### src/rtl/core/fwpt_pkg.sv
// fwpt_pkg: shared types and constants for the fused window patch table.
// No dependencies.
`timescale 1ns / 1ps
package fwpt_pkg;
    localparam int TableEntries  = 16;
    localparam int MaxWindow     = 8;
    localparam int CooldownTicks = 4096;
    localparam int SlotW         = 4;
    localparam int CoolW         = 12;  // log2 of the cooldown

    localparam logic [1:0] REQ_INSTALL = 2'd0;
    localparam logic [1:0] REQ_TRY     = 2'd1;
    localparam logic [1:0] REQ_TICK    = 2'd2;
    localparam logic [1:0] REQ_INVAL   = 2'd3;

    localparam logic [2:0] ST_REJECT  = 3'd0;
    localparam logic [2:0] ST_INSTALL = 3'd1;
    localparam logic [2:0] ST_MISS    = 3'd2;
    localparam logic [2:0] ST_HIT     = 3'd3;
    localparam logic [2:0] ST_FAIL    = 3'd4;
    localparam logic [2:0] ST_TICK    = 3'd5;
    localparam logic [2:0] ST_SWEPT   = 3'd6;
    localparam logic [2:0] ST_INVAL   = 3'd7;

    // entry record shifted around the ring
    typedef struct packed {
        logic [31:0] addr;
        logic        active;
        logic [3:0]  len;
        logic [63:0] ops;
        logic [63:0] hits;
        logic [63:0] last_use;
    } entry_t;

    // what the controller asks of the cell currently at the head
    typedef struct packed {
        logic        shift;    // rotate ring one place
        logic        clear;    // wipe all cells
        logic        wr;       // overwrite head with wr_entry
        logic        deact;    // clear head active bit
        logic        bump;     // count hit and restamp head
        logic        sweep;    // deactivate head if idle
        logic [63:0] tick;
    } cell_ctl_t;
endpackage

### src/rtl/core/fwpt_cell.sv
// fwpt_cell: one table entry of the ring; takes its neighbour's entry on a shift.
// Depends on fwpt_pkg.
`timescale 1ns / 1ps
module fwpt_cell (
    input  logic               aclk,
    input  logic               aresetn,
    input  fwpt_pkg::cell_ctl_t ctl,
    input  logic               is_head,
    input  fwpt_pkg::entry_t   wr_entry,
    input  fwpt_pkg::entry_t   prev_entry,
    output fwpt_pkg::entry_t   entry,
    output fwpt_pkg::entry_t   pass_entry
);
    import fwpt_pkg::*;
    entry_t entry_reg, entry_next;
    logic [63:0] age;

    // sweep runs while the ring turns, so it is applied to the entry on its way out
    always_comb begin
        pass_entry = entry_reg;
        age = ctl.tick - entry_reg.last_use;
        if (is_head && ctl.sweep && entry_reg.addr != '0 && age > 64'(CooldownTicks))
            pass_entry.active = 1'b0;
    end

    always_comb begin
        entry_next = entry_reg;
        if (ctl.shift) begin
            entry_next = prev_entry;
        end else if (is_head) begin
            if (ctl.wr) begin
                entry_next = wr_entry;
            end else if (ctl.deact) begin
                entry_next.active = 1'b0;
            end else if (ctl.bump) begin
                if (entry_reg.hits != '1) entry_next.hits = entry_reg.hits + 64'd1;
                entry_next.last_use = ctl.tick;
            end
        end
    end

    always_ff @(posedge aclk) begin
        if (!aresetn || ctl.clear) begin
            entry_reg <= '0;
        end else begin
            entry_reg <= entry_next;
        end
    end

    assign entry = entry_reg;
endmodule

### config.mk
export PLATFORM = sky130hd
export DESIGN_NAME = fwpt_cell
export DESIGN_NICKNAME = d
export VERILOG_FILES = /design/src/rtl/core/fwpt_pkg.sv /design/src/rtl/core/fwpt_cell.sv
export SDC_FILE = /design/constraint.sdc
export NUM_CORES = 1
export LEC_CHECK = 0
export BUFFER_PORTS_ARGS = -buffer_cell sky130_fd_sc_hd__clkbuf_2
export CORE_AREA = 2 2 384 386
export CTS_CLUSTER_DIAMETER = 150
export DETAILED_ROUTE_END_ITERATION = 10
export DIE_AREA = 0 0 386 388
export HOLD_SLACK_MARGIN = 0.08
export PLACE_DENSITY = 0.3
export SLEW_MARGIN = 15
export SYNTH_ARGS = -nofsm -noshare
export SYNTH_HDL_FRONTEND = slang
export SYNTH_SLANG_ARGS = --single-unit
### constraint.sdc
create_clock -name aclk -period 7.85 [get_ports aclk]
set_input_delay 1.9625 -clock aclk [delete_from_list [all_inputs] [get_ports aclk]]
set_output_delay 1.9625 -clock aclk [all_outputs]
set_load 0.01 [all_outputs]
### Yosys cells after proc, flatten, opt, wreduce, memory -nomap -nowiden

Index checks and enable logic that the tools add are counted.

| cells by class | value |
|---|---|
| $add $sub $neg | 2 |
| order comparisons | 1 |
| equality and inequality tests | 2 |
| muxes and demuxes | 11 |
| reductions and logical operators | 15 |

Operators with widths:

| cell | count |
|---|---|
| $mux 229 | 2 |
| $mux 128 | 3 |
| $mux 68 | 1 |
| $add 64x1->64 const B | 1 |
| $gt 64x13->1 const B | 1 |
| $mux 64 | 1 |
| $ne 64x64->1 const B | 1 |
| $sub 64x64->64 | 1 |
| $mux 32 | 1 |
| $reduce_bool 32->1 | 1 |
| $reduce_bool 3->1 | 3 |
| $reduce_and 2->1 | 2 |
| $reduce_and 4->1 | 1 |
| $reduce_bool 2->1 | 2 |
| $logic_and 1x1->1 | 3 |
| $mux 1 | 3 |
| $ne 3x1->1 const B | 1 |
| $reduce_and 3->1 | 1 |
| $logic_not 1->1 | 1 |
| $logic_or 1x1->1 | 1 |

| word-level totals | value |
|---|---|
| bits in registers | 229 |
| input bits | 531 |
| output and inout bits | 458 |
| logic and storage cells | 37 |

### Logic depth before layout (Yosys ltp)

Gate-level depths: netlist (run 1).

| logic depth | value |
|---|---|
| depth after elaboration | 7 |
| depth in mapped cells | 15 |
| mapped depth without buffers | 15 |

### Least setup slack after synthesis (run 1)

No wires, ideal clock.

| path | value |
|---|---|
| kind | input -> output |
| start point | in ctl[0] (netlist name) |
| end point | out pass_entry[196] (netlist name) |
| arrival | 5,046 ps |
| required time | 5,887 ps |
| path slack | 841 ps |
| cell stages on the path | 15 |
| buffers on the path | 0 |
| path through | inv_1 ha_1 fa_1 nand2b_1 a21o_1 a211oi_2 o31ai_2 o31a_1 xor2_1 o21ai_0 a2111oi_4 nand4_1 nor4_1 nand4_1 o41ai_2 |

RTL lines:

| what | line | text |
|---|---|---|
| start: declaration | fwpt_cell.sv:7 | `input fwpt_pkg::cell_ctl_t ctl,` |
| end: declaration | fwpt_cell.sv:12 | `output fwpt_pkg::entry_t pass_entry` |

==> results of run 1 <==
==> synth_stat cells, drive strengths merged, types with 8 or more instances <==
library cell and n:
mux2i 176, o21ai 188, nand3 39, a31oi 12
or2 9, or3 18, buf 278, clkbuf 126
o21bai 12, dfxtp 229, nand4 42, inv 86
nor2 261, nand2 338, o22ai 8, xnor2 35
nor3 51, a21o 32, and3 11, xor2 43
o211ai 27, nor4 23, and4 10, ha 64
a211oi 133, nor2b 11, a21oi 272
==> layer usage <==
| metal | track usage | up-vias | share of wire | wire, um |
|---|---|---|---|---|
| li1 | - | 10492 | - | - |
| met3 | 0.03068 | 132 | 0.062 | 7403 |
| met5 | 0 | - | 0.00098 | 117 |
| met1 | 0.1894 | 10103 | 0.43 | 51040 |
| met2 | 0.2606 | 762 | 0.48 | 57670 |
| met4 | 0.04209 | 18 | 0.027 | 3262 |
==> repair_timing <==
item | CTS | global route
endpoints found under the setup margin | 1 | 1
pin swaps | 9 | 17
resized for setup | 16 | 21
buffers inserted | 0 | 1
==> where the power goes <==
group / switching [W] / internal, W
sequential: 0.000112 / 0.00122
clock: 0.000713 / 0.00119
combinational: 0.000725 / 0.000491
==> final cells by class <==
type / instances / area share
Timing Repair Buffer: 1086 / 0.2190
Sequential cell: 229 / 0.1744
Multi-Input combinational cell: 1901 / 0.4497
Tap cell: 1917 / 0.09125
Antenna cell: 13 / 0.001238
Clock inverter: 13 / 0.009711
Inverter: 86 / 0.01238
Clock buffer: 54 / 0.04227
==> kinds of logic after synthesis <==
family | Yosys count | share of synthesized area
fa+ha+maj | 65 | 0.04323
simple gates | 838 | 0.1980
xor+xnor | 78 | 0.03598
buf+inv | 490 | 0.1456
compound gates | 744 | 0.2430
mux | 176 | 0.09279
flops | 229 | 0.2415
==> path summary, 6_finish.rpt <==
path	from	end	slack [ps]
setup reg to reg	entry[64]$_SDFFE_PP0P_	entry[103]$_SDFFE_PP0P_	3690
hold reg to reg	entry[38]$_SDFFE_PP0P_	entry[38]$_SDFFE_PP0P_	490
setup / recovery	ctl[3]	pass_entry[196]	150
hold / removal	entry[38]$_SDFFE_PP0P_	entry[38]$_SDFFE_PP0P_	490
==> tightest hold or removal path, stage by stage, from the launching register on <==
cell and delay (ps):
dfxtp_1 330, nand2_1 60, a21oi_1 50
==> cell usage in the layout (no fill, tap or decap), drive strengths merged, types with 6 or more instances in the layout <==
master	netlist	final
a31oi	12	12
nand4	42	42
a21oi	272	272
mux2i	176	176
nor2b	11	11
a221oi	7	7
o21ai	188	188
o21a	6	6
nor2	261	261
and3	11	11
nand2	338	338
a211oi	133	133
dfxtp	229	229
nor3	51	51
a21o	32	32
ha	64	64
bufinv	0	6
diode	0	13
o22ai	8	8
or3	18	18
nand2b	7	7
clkbuf	126	1039
xnor2	35	35
or2	9	9
o21bai	12	12
o211ai	27	27
xor2	43	43
and4	10	10
inv	86	87
nand3	39	39
buf	278	101
nor4	23	23
==> per-stage QoR <==
| stage | cells | utilization | hold slack, ps | cell area, um2 |
|---|---|---|---|---|
| 2_1_floorplan | 2620 | - | 500.4 | 18990 |
| 3_3_place_gp | 5218 | 0.1702 | 488.3 | 24710 |
| 3_5_place_dp | 5218 | 0.1702 | 493.5 | 24710 |
| 4_1_cts | 5285 | 0.1801 | 502.4 | 26160 |
| 5_1_grt | 5292 | 0.1809 | 520.5 | 26270 |
| 6_report | 5299 | 0.1810 | 491.5 | 26290 |
==> flow_summary.json, run 1 <==
{
  "synth_edf_count": 0,
  "crit_chain": "clkbuf_2, ha_1, nor2_1, a21o_1, and3_4, buf_4, nor3_1, nor4_1, buf_4, a41o_1, nand4_1, nor4_4, o211ai_1, nor4_2, nand4_1, o41ai_2, buf_4, buf_8",
  "cts_buffers": 37,
  "syn_avg_cell_area_um2": 7.246,
  "arrival_ps": 5740,
  "dr.pass1.iters": 5,
  "die_width_um": 386,
  "status": "finished, final reports clean",
  "hold_viol": 0,
  "drive_gt1_frac": 0.3606,
  "drtIter0Drc": 905,
  "yosysWarnings": 0,
  "via_count": 21507,
  "clock-sinks": 229,
  "root_buffer": "clkbuf_16",
  "cp_slowest_stage_delay_ps": 440,
  "synth_nets": 3216,
  "setup_slack_ps": 150.5,
  "drt-vias-per-instance": 4.059,
  "skew_ps": 25.01,
  "die-area_um2": 149800,
  "setup_viol": 0,
  "grt_pass1_wl_mm": 162.9,
  "cts_tree": "done",
  "fmax_ghz": 0.1299,
  "grt_max_degree": 129,
  "hold_class": "flip-flop to flip-flop",
  "period_share": 0.9808,
  "slew_headroom": 0.2813,
  "grt_overflow_total": 0,
  "worst_path_most_repeated_cell": "buf_4",
  "largest_register_ffs": 229,
  "grtUsageTotal": 0.1515,
  "rsz0062_at_grt": "true",
  "htreeDepth": 2,
  "dp_hpwl_mm": 98.45,
  "pre_cts_ws_ps": -534.3,
  "worstSetupPathType": "input pin to output port",
  "synthCells": 2620,
  "core_um2": 145200,
  "antenna_found_initial": 34,
  "port_buffers": 988,
  "routed_wl_mm": 119.5,
  "rows": 140,
  "syn_to_final_growth_pct": 38.45,
  "p_per_area_nw_per_um2": 169.2,
  "worst_slew_pin_slew_ps": 1078,
  "synth_cell_types": 88,
  "yosys-top-cells-area": "dfxtp_1 (24%), mux2i_1 (9.3%), buf_4 (9.2%)",
  "initial_core_util": 0.1307,
  "async_reset_ff_frac": 0,
  "path_max_fanout": 5,
  "cp-start-kind": "input pin",
  "n_fill_cell": 16762,
  "die_h_um": 388,
  "synth_top_cell_area_share": 0.2415,
  "synth_ff_type": "dfxtp_1",
  "multi_input_area_um2": 11820,
  "drv_slew": 0,
  "path_depth": 18,
  "crit_family": "simple AND/OR/NAND/NOR gates",
  "power_w": 0.004447,
  "nets": 3937,
  "power_leakage_nw": 11.89,
  "slowest_stage": "nor4_1",
  "syn_area_um2": 18990,
  "tns_ps": 0,
  "clock_path_buffers": 3,
  "worstHoldPathCells": 2,
  "clock_latency_ps": 590,
  "regArea_um2": 4584,
  "ir_worst_vdd_mv": 0.1193,
  "cp-end-kind": "output port",
  "r2r.worst_path.cells": 11,
  "fin_crit_ps": 7699,
  "ant_nets": 0,
  "place.gp.congestion": 0.8769,
  "synth_top_area_cell": "dfxtp_1",
  "ys_ff_latch": 229,
  "crit_buf_inv": 5,
  "cts.clk_slew.worst_paths_ps": 50,
  "wl_per_cell_um": 22.55,
  "required_ps": 5890,
  "yosysSeqAreaShare": 0.2415,
  "drc_errors": 0,
  "hold_buffers": 0,
  "io_pins": 989,
  "grt_pass1_vias": 20956,
  "cap_viol_max_count": 0
}
(Power assumes the default switching activity.)
==> inputs of run 2 (changes only) <==
RECOVER_POWER = 50   (was default)
==> flow_summary.json, run 2 (same netlist as run 1, synthesis figures left out) <==
{
  "startpoint": "ctl[3]",
  "hold_buffers": 0,
  "worst-r2r-setup-slack_ps": 3590,
  "wl_per_cell_um": 22.55,
  "cts.clk_slew.worst_paths_ps": 50,
  "reg2reg_from": "entry[79]$_SDFFE_PP0P_",
  "initial_core_util": 0.1307,
  "rows": 140,
  "slew_headroom": 0.2840,
  "port_buffers": 988,
  "clock_path_buffers": 3,
  "p_per_area_nw_per_um2": 171.0,
  "dp_hpwl_mm": 98.45,
  "grt_pass1_vias": 20956,
  "via_count": 21549,
  "clock_latency_ps": 590,
  "drv_slew": 0,
  "slowest_stage": "nor4_1",
  "final_cell_mix": "clkbuf_2 (675), nand2_1 (335), clkbuf_1 (316)",
  "ant_nets": 0,
  "worst_slew_pin_slew_ps": 1074,
  "pre_cts_ws_ps": -534.3,
  "setup_viol": 0,
  "die-area_um2": 149800,
  "cts_tree": "done",
  "cp-end-kind": "output port",
  "n_fill_cell": 16894,
  "cap_viol_max_count": 0,
  "worstSetupPathType": "input pin to output port",
  "status": "finished, final reports clean",
  "grt_max_degree": 129,
  "regArea_um2": 4584,
  "crit_buf_inv": 5,
  "htreeDepth": 2,
  "fmax_ghz": 0.1299,
  "final_common_cell": "clkbuf_2",
  "r2r.worst_path.cells": 12,
  "nets": 3937,
  "ir_worst_vdd_mv": 0.1198,
  "multi_input_area_um2": 11820,
  "required_ps": 5890,
  "arrival_ps": 5730,
  "crit_chain": "clkbuf_2, ha_1, nor2_1, a21o_1, and3_4, buf_4, nor3_1, nor4_1, buf_4, a41o_1, nand4_1, nor4_4, o211ai_1, nor4_2, nand4_1, o41ai_2, buf_4, buf_8",
  "cts_buffers": 37,
  "routed_wl_mm": 119.5,
  "rsz0062_at_grt": "true",
  "antenna_found_initial": 35,
  "cp-start-kind": "input pin",
  "crit_end": "pass_entry[196]",
  "grt_overflow_total": 0,
  "largest_register_ffs": 229,
  "drt-vias-per-instance": 4.068,
  "drc_errors": 0,
  "hold_viol": 0,
  "die_h_um": 388,
  "fin_crit_ps": 7696,
  "io_pins": 989,
  "crit_family": "simple AND/OR/NAND/NOR gates",
  "worst_path_most_repeated_cell": "buf_4",
  "worstHoldPathCells": 2,
  "syn_to_final_growth_pct": 36.36,
  "skew_ps": 26.19,
  "core_um2": 145200,
  "dr.pass1.iters": 5,
  "grtUsageTotal": 0.1515,
  "grt_pass1_wl_mm": 162.9,
  "cp_slowest_stage_delay_ps": 440,
  "period_share": 0.9804,
  "path_depth": 18,
  "place.gp.congestion": 0.8769,
  "path_max_fanout": 5,
  "utilization": 0.1783,
  "crit-reg2reg-capture": "entry[100]$_SDFFE_PP0P_",
  "setup_slack_ps": 154.2,
  "drive_gt1_frac": 0.2686,
  "power_leakage_nw": 10.84,
  "hold_class": "flip-flop to flip-flop",
  "drtIter0Drc": 911,
  "root_buffer": "clkbuf_16",
  "tns_ps": 0,
  "die_width_um": 386,
  "clock-sinks": 229
}
[run 2: changes by cell type in the layout (fill, tap and decap cells not counted), sizes merged]
cell / previous run / this run
buf: 101 / 100
clkbuf: 1039 / 1040
diode: 13 / 11
[run 2: how the worst min path moves through the flow]
stage	startpoint	endpoint	slack, ps
global placement	entry[38]$_SDFFE_PP0P_	entry[38]$_SDFFE_PP0P_	490
CTS	entry[38]$_SDFFE_PP0P_	entry[38]$_SDFFE_PP0P_	500
detailed placement	entry[38]$_SDFFE_PP0P_	entry[38]$_SDFFE_PP0P_	490
floorplan	entry[10]$_SDFFE_PP0P_	entry[10]$_SDFFE_PP0P_	500
finish	entry[38]$_SDFFE_PP0P_	entry[38]$_SDFFE_PP0P_	490
global route	entry[43]$_SDFFE_PP0P_	entry[43]$_SDFFE_PP0P_	520
[run 2: worst reg2reg max path, stage by stage (launching register included)]
cell	delay [ps]
dfxtp_1	300
clkbuf_1	500
and4_1	350
nand4_1	210
nor3_2	530
nand3_1	250
or2_1	420
nor2_4	330
a41o_1	220
buf_4	550
a21oi_1	190
o21ai_0	190
a21oi_1	50
[run 2: where the power goes]
group / switching [W] / internal [W] / total [W]
Combinational: 0.000726 / 0.000473 / 0.00120
Clock: 0.000712 / 0.00119 / 0.00190
Sequential: 0.000111 / 0.00122 / 0.00133
[run 2: stage by stage]
stage | hold slack, ps | instance area (um2) | cells | power (W)
2_1_floorplan | 500.4 | 18990 | 2620 | 0.002021
3_3_place_gp | 488.3 | 24710 | 5218 | 0.002586
3_5_place_dp | 493.5 | 24710 | 5218 | 0.002577
4_1_cts | 502.4 | 26160 | 5285 | 0.004561
5_1_grt | 520.3 | 25880 | 5292 | 0.004687
6_report | 490.4 | 25890 | 5297 | 0.004428
[run 2: timing repair]
action	4_1_cts	5_1_grt
resized for setup	16	21
buffers inserted	0	1
endpoints found under the hold margin	0	0
pin swaps	9	17
endpoints found under the setup margin	1	1
[run 2: area by class of cell]
| class | count | share of cell area |
|---|---|---|
| repair buffers | 1086 | 0.2073 |
| multi-input cells | 1901 | 0.4566 |
| inverters | 86 | 0.01257 |
| clock buffers | 54 | 0.04292 |
| well taps | 1917 | 0.09264 |
| flip-flops and latches | 229 | 0.1771 |
| diodes | 11 | 0.001063 |
| clock inverters | 13 | 0.009859 |
[run 2: per-layer routing]
layer / routed length (um) / GRT usage
met4: 3079 / 0.04209
met1: 51360 / 0.1894
met2: 57850 / 0.2606
met5: 125 / 0
met3: 7055 / 0.03068
